`src/hdl/ordered_list_engine_top_defines.svh`:
```
// Assertion macros used by the ordered list engine datapath.
`ifndef ORDERED_LIST_ENGINE_TOP_DEFINES_SVH
`define ORDERED_LIST_ENGINE_TOP_DEFINES_SVH

`ifndef SYNTH
// same-cycle implication
`define OLE_ASSERT_IMPL(name, clk, rstn, ante, cons) \
    name: assert property (@(posedge clk) disable iff (!(rstn)) (ante) |-> (cons)) \
        else $error("ordered list engine: same-cycle check failed");
// next-cycle implication
`define OLE_ASSERT_NEXT(name, clk, rstn, ante, cons) \
    name: assert property (@(posedge clk) disable iff (!(rstn)) (ante) |=> (cons)) \
        else $error("ordered list engine: next-cycle check failed");
`else
`define OLE_ASSERT_IMPL(name, clk, rstn, ante, cons)
`define OLE_ASSERT_NEXT(name, clk, rstn, ante, cons)
`endif

`endif

```
`src/hdl/ole_pkg.sv`:
```
// Package: types, command codes and defaults for the ordered list engine.
`default_nettype none
package ole_pkg;

    localparam int OLE_CAPACITY   = 256;
    localparam int OLE_ITEM_WIDTH = 32;

    typedef enum logic [3:0] {
        OP_APPEND       = 4'd0,
        OP_INSERT       = 4'd1,
        OP_REMOVE_AT    = 4'd2,
        OP_REMOVE_VALUE = 4'd3,
        OP_REMOVE_RUN   = 4'd4,
        OP_FIND         = 4'd5,
        OP_READ_AT      = 4'd6,
        OP_FIRST        = 4'd7,
        OP_LAST         = 4'd8,
        OP_CLEAR        = 4'd9
    } op_t;

    typedef struct packed {
        logic [3:0]  cmd;
        logic [31:0] item_value;
        logic [7:0]  position;
        logic [8:0]  amount;
    } in_beat_t;

    typedef struct packed {
        logic        ok;
        logic [7:0]  found_index;
        logic [31:0] item_out;
        logic [8:0]  length;
        logic        empty_res;
    } res_beat_t;

    // controller -> datapath strobes
    typedef struct packed {
        logic load;
        logic decode;
        logic scan_start;
        logic scan_step;
        logic move_up_start;
        logic move_dn_start;
        logic move_step;
        logic put;
        logic read_issue;
        logic read_capture;
        logic commit;
        logic clear;
        logic push;
    } ctrl_cmd_t;

    // datapath -> controller status
    typedef struct packed {
        logic [3:0] cmd;
        logic       legal;
        logic       scan_hit;
        logic       scan_end;
        logic       move_busy;
        logic       out_free;
    } dp_sts_t;

endpackage
`default_nettype wire

```
`src/hdl/ole_ctrl.sv`:
```
// Command sequencer for the ordered list engine.
`default_nettype none
module ole_ctrl (
    input  wire logic                aclk,
    input  wire logic                aresetn,
    input  wire logic                s_valid,
    output logic                     s_ready,
    input  wire ole_pkg::dp_sts_t    sts,
    output ole_pkg::ctrl_cmd_t       ctrl
);
    import ole_pkg::*;

    typedef enum logic [7:0] {
        ST_IDLE    = 8'b0000_0001,
        ST_DECODE  = 8'b0000_0010,
        ST_SCAN    = 8'b0000_0100,
        ST_MOVE    = 8'b0000_1000,
        ST_PUT     = 8'b0001_0000,
        ST_CAPTURE = 8'b0010_0000,
        ST_DONE    = 8'b0100_0000,
        ST_READ    = 8'b1000_0000
    } state_t;

    state_t state_reg, state_next;

    assign s_ready = (state_reg == ST_IDLE);

    always_comb begin
        state_next = state_reg;
        ctrl       = '0;
        unique case (state_reg)
            ST_IDLE: begin
                if (s_valid) begin
                    ctrl.load  = 1'b1;
                    state_next = ST_DECODE;
                end
            end
            ST_DECODE: begin
                ctrl.decode = 1'b1;
                if (!sts.legal) begin
                    state_next = ST_DONE;
                end else begin
                    unique case (sts.cmd)
                        OP_APPEND: state_next = ST_PUT;
                        OP_INSERT: begin
                            ctrl.move_up_start = 1'b1;
                            state_next         = ST_MOVE;
                        end
                        OP_REMOVE_AT, OP_READ_AT, OP_FIRST, OP_LAST: begin
                            state_next = ST_READ;
                        end
                        OP_REMOVE_VALUE, OP_FIND: begin
                            ctrl.scan_start = 1'b1;
                            state_next      = ST_SCAN;
                        end
                        OP_REMOVE_RUN: begin
                            ctrl.move_dn_start = 1'b1;
                            state_next         = ST_MOVE;
                        end
                        OP_CLEAR: begin
                            ctrl.clear = 1'b1;
                            state_next = ST_DONE;
                        end
                        default: state_next = ST_DONE;
                    endcase
                end
            end
            ST_READ: begin
                ctrl.read_issue = 1'b1;
                state_next      = ST_CAPTURE;
            end
            ST_CAPTURE: begin
                ctrl.read_capture = 1'b1;
                if (sts.cmd == OP_REMOVE_AT) begin
                    ctrl.move_dn_start = 1'b1;
                    state_next         = ST_MOVE;
                end else begin
                    state_next = ST_DONE;
                end
            end
            ST_SCAN: begin
                ctrl.scan_step = 1'b1;
                if (sts.scan_hit) begin
                    if (sts.cmd == OP_REMOVE_VALUE) begin
                        ctrl.move_dn_start = 1'b1;
                        state_next         = ST_MOVE;
                    end else begin
                        state_next = ST_DONE;
                    end
                end else if (sts.scan_end) begin
                    state_next = ST_DONE;
                end
            end
            ST_MOVE: begin
                ctrl.move_step = 1'b1;
                if (!sts.move_busy) begin
                    if (sts.cmd == OP_INSERT) begin
                        state_next = ST_PUT;
                    end else begin
                        ctrl.commit = 1'b1;
                        state_next  = ST_DONE;
                    end
                end
            end
            ST_PUT: begin
                ctrl.put   = 1'b1;
                state_next = ST_DONE;
            end
            ST_DONE: begin
                if (sts.out_free) begin
                    ctrl.push  = 1'b1;
                    state_next = ST_IDLE;
                end
            end
            default: state_next = ST_IDLE;
        endcase
    end

    always_ff @(posedge aclk) begin
        if (!aresetn) begin
            state_reg <= ST_IDLE;
        end else begin
            state_reg <= state_next;
        end
    end
endmodule
`default_nettype wire

```
`config.mk`:
```
export PLATFORM = sky130hd
export DESIGN_NAME = ole_ctrl
export DESIGN_NICKNAME = d
export VERILOG_FILES = /design/src/hdl/ordered_list_engine_top_defines.svh /design/src/hdl/ole_pkg.sv /design/src/hdl/ole_ctrl.sv
export SDC_FILE = /design/constraint.sdc
export NUM_CORES = 1
export LEC_CHECK = 0
export ABC_AREA = 1
export BUFFER_PORTS_ARGS = -buffer_cell sky130_fd_sc_hd__buf_2
export CAP_MARGIN = 20
export CORE_UTILIZATION = 40
export DETAILED_ROUTE_END_ITERATION = 6
export HOLD_SLACK_MARGIN = 0.1
export PLACE_DENSITY = 0.72
export SLEW_MARGIN = 20
export SYNTH_ARGS = -nofsm -noshare
export SYNTH_HDL_FRONTEND = slang
export SYNTH_SLANG_ARGS = --single-unit
```
`constraint.sdc`:
```
create_clock -name aclk -period 3.1 [get_ports aclk]
set_input_delay 0.62 -clock aclk [delete_from_list [all_inputs] [get_ports aclk]]
set_output_delay 0.62 -clock aclk [all_outputs]
set_load 0.01 [all_outputs]
```
==> flow_summary.json <==
{
  "synth.area.top_cells": "dfxtp_1, nand2_1, inv_1",
  "grt_pass1_vias": 762,
  "grt_max_degree": 8,
  "relSlewSlack": 0.841,
  "cts_htree_levels": 1,
  "dr_total_vias": 862,
  "clock_skew_ns": 0.000228,
  "stdcell_count": 182,
  "crit_type": "input port to output pin",
  "die-area_um2": 2090,
  "yosysWarningCount": 0,
  "post_cts_buffers": 0,
  "synth_cell_types": 20,
  "synthArstFlopShare": 0,
  "cts_tree": "built",
  "antenna_found_initial": 0,
  "die-height_um": 45.7,
  "max_freq_mhz": 471,
  "r2r_end": "state_reg[0]",
  "yosys.area.top_type": "dfxtp_1",
  "detail-route-antenna-nets": 0,
  "dp_hpwl_um": 1560,
  "syn-mean-instance-area_um2": 5.93,
  "wl_um": 1790,
  "netlist_instances": 129,
  "hold_path.class": "input port to flop",
  "wire_per_inst_um": 9.83,
  "final.min_clock_period_ns": 2.12,
  "numCtsBuffers": 3,
  "clkSinkCount": 8,
  "pre_cts_ws_ns": 0.979,
  "synth_top_area_share": 0.209,
  "p_per_area_nw_per_um2": 274,
  "syn_nets": 141,
  "n_antenna_cell": 0,
  "clk_pin_slew_ns": 0.05,
  "seq_area_frac_synth": 0.209,
  "worstPathRequired_ns": 2.48,
  "core_region_area_um2": 1760,
  "peakVddDrop_v": 0.000179,
  "drc_errors": 0,
  "clockBufferDepth": 2,
  "grtUsageTotal": 0.200,
  "crit_chain": "buf_2 -> nor2_4 -> nand3_1 -> nor2_1 -> nand2_1 -> o21ai_1 -> inv_1 -> nand2_1 -> buf_2",
  "arrival_ns": 1.50,
  "num_rows": 15,
  "syn_area_um2": 764,
  "synth_edf_count": 0,
  "placement.io_buffers": 25,
  "grt_first_pass_wirelength_um": 3020,
  "die_x_um": 45.7,
  "layout.nets": 171,
  "status": "completed",
  "hold_buffers": 0,
  "drv_cap": 0,
  "synth_most_common_cell": "nand2_1",
  "maxSlewViolCount": 0,
  "crit_end": "ctrl[7]",
  "pin_count": 26,
  "cpPeakStageDelay_ns": 0.15,
  "hold_slack_ns": 0.604,
  "ff2ff_path_depth": 8,
  "clock_latency_ns": 0.26,
  "drive_gt1_frac": 0.261,
  "root_buffer": "clkbuf_4",
  "setup_tns_ns": 0,
  "vias_per_cell": 4.74,
  "place.gp.congestion": 0.840,
  "reg2reg_from": "state_reg[0]",
  "drtPass1Iterations": 5,
  "synth.ff_latch_count": 8,
  "syn_to_final_growth_pct": 23.4,
  "cts_repair_resize_count": 0,
  "fin_util": 0.535,
  "placed_cells": 179,
  "hold_viol": 0,
  "start_util": 0.433,
  "setup_viol": 0,
  "largest_reg_flops": 8,
  "synth_top_cells_by_count": "nand2_1, inv_1, nor2_1",
  "rsz0062_at_grt": "false",
  "layout_setup_ws_ns": 0.976,
  "r2r_slack_ns": 1.80,
  "cp-startpoint": "sts[8]",
  "worstPathMaxFanout": 6,
  "drt_iter0_drc": 14,
  "ys.flop_type": "dfxtp_1",
  "grt_overflow_total": 0,
  "tightest_slew_ns": 0.237,
  "finalCritPeriodShare": 0.685,
  "endpoint_kind": "output pin",
  "worst_path_max_delay_cell": "nor2_4",
  "p_leak_nw": 0.552,
  "start_kind": "input port"
}
## kinds of logic (layout without fill, tap and decap cells)
family / count (synthesis) / in the layout / synth area share
flip-flops: 8 / 8 / 0.209
AND/OR/NAND/NOR: 84 / 84 / 0.570
buffers and inverters: 28 / 56 / 0.141
AO/OA/AOI/OAI: 9 / 9 / 0.0802
## how the worst min path moves through the flow
stage / from / to / slack (ns) / cells past startpoint
detailed placement: state_reg[0] / state_reg[0] / 0.67 / 4
global route: aresetn / state_reg[0] / 0.61 / 2
floorplan: state_reg[0] / state_reg[1] / 0.61 / 4
global placement: state_reg[0] / state_reg[0] / 0.66 / 4
CTS: aresetn / state_reg[0] / 0.60 / 2
finish: aresetn / state_reg[0] / 0.60 / 2
## cell usage in the layout, fill, tap and decap left out, drive strengths merged
cell and count:
buf 25, nand2 32, nor2 27, nor4 1, o211ai 1, nor3 4, clkbuf 3, o21a 1
inv 28, dfxtp 8, a21oi 2, nand3 16, nand4 4, o21ai 5
## metal layers
metal	track usage	vias up	part of all wire
met3	0.0357	4	0.038
li1	-	465	-
met2	0.363	27	0.50
met4	0.0706	0	0.016
met1	0.232	366	0.44
met5	0	-	0
## cell type report
cell class                      count  area, µm²
Sequential cell                     8        160
Tap cell                           25       31.3
Timing Repair Buffer               25        125
Clock buffer                        3       22.5
Multi-Input combinational cell     93        497
Fill cell                         209        821
Inverter                           28        108
## critical path, delay by kind of cell
family                 cells  cell delay (ns)
buffers and inverters      3             0.31
AOI/OAI and AO/OA          1             0.07
and+or+nand+nor            5             0.50
## metrics by stage
step | power [W] | area, µm²
floorplan | 0.000154 | 764
global placement | 0.000178 | 921
detailed placement | 0.000179 | 921
CTS | 0.000260 | 943
global route | 0.000276 | 943
finish | 0.000259 | 943
## report_power, final
group | internal (W) | total [W] | switching (W)
logic | 0.0000237 | 0.0000682 | 0.0000445
clock network | 0.0000444 | 0.0000817 | 0.0000373
registers | 0.000106 | 0.000109 | 0.00000251
Power figures use the tool's default switching activity.
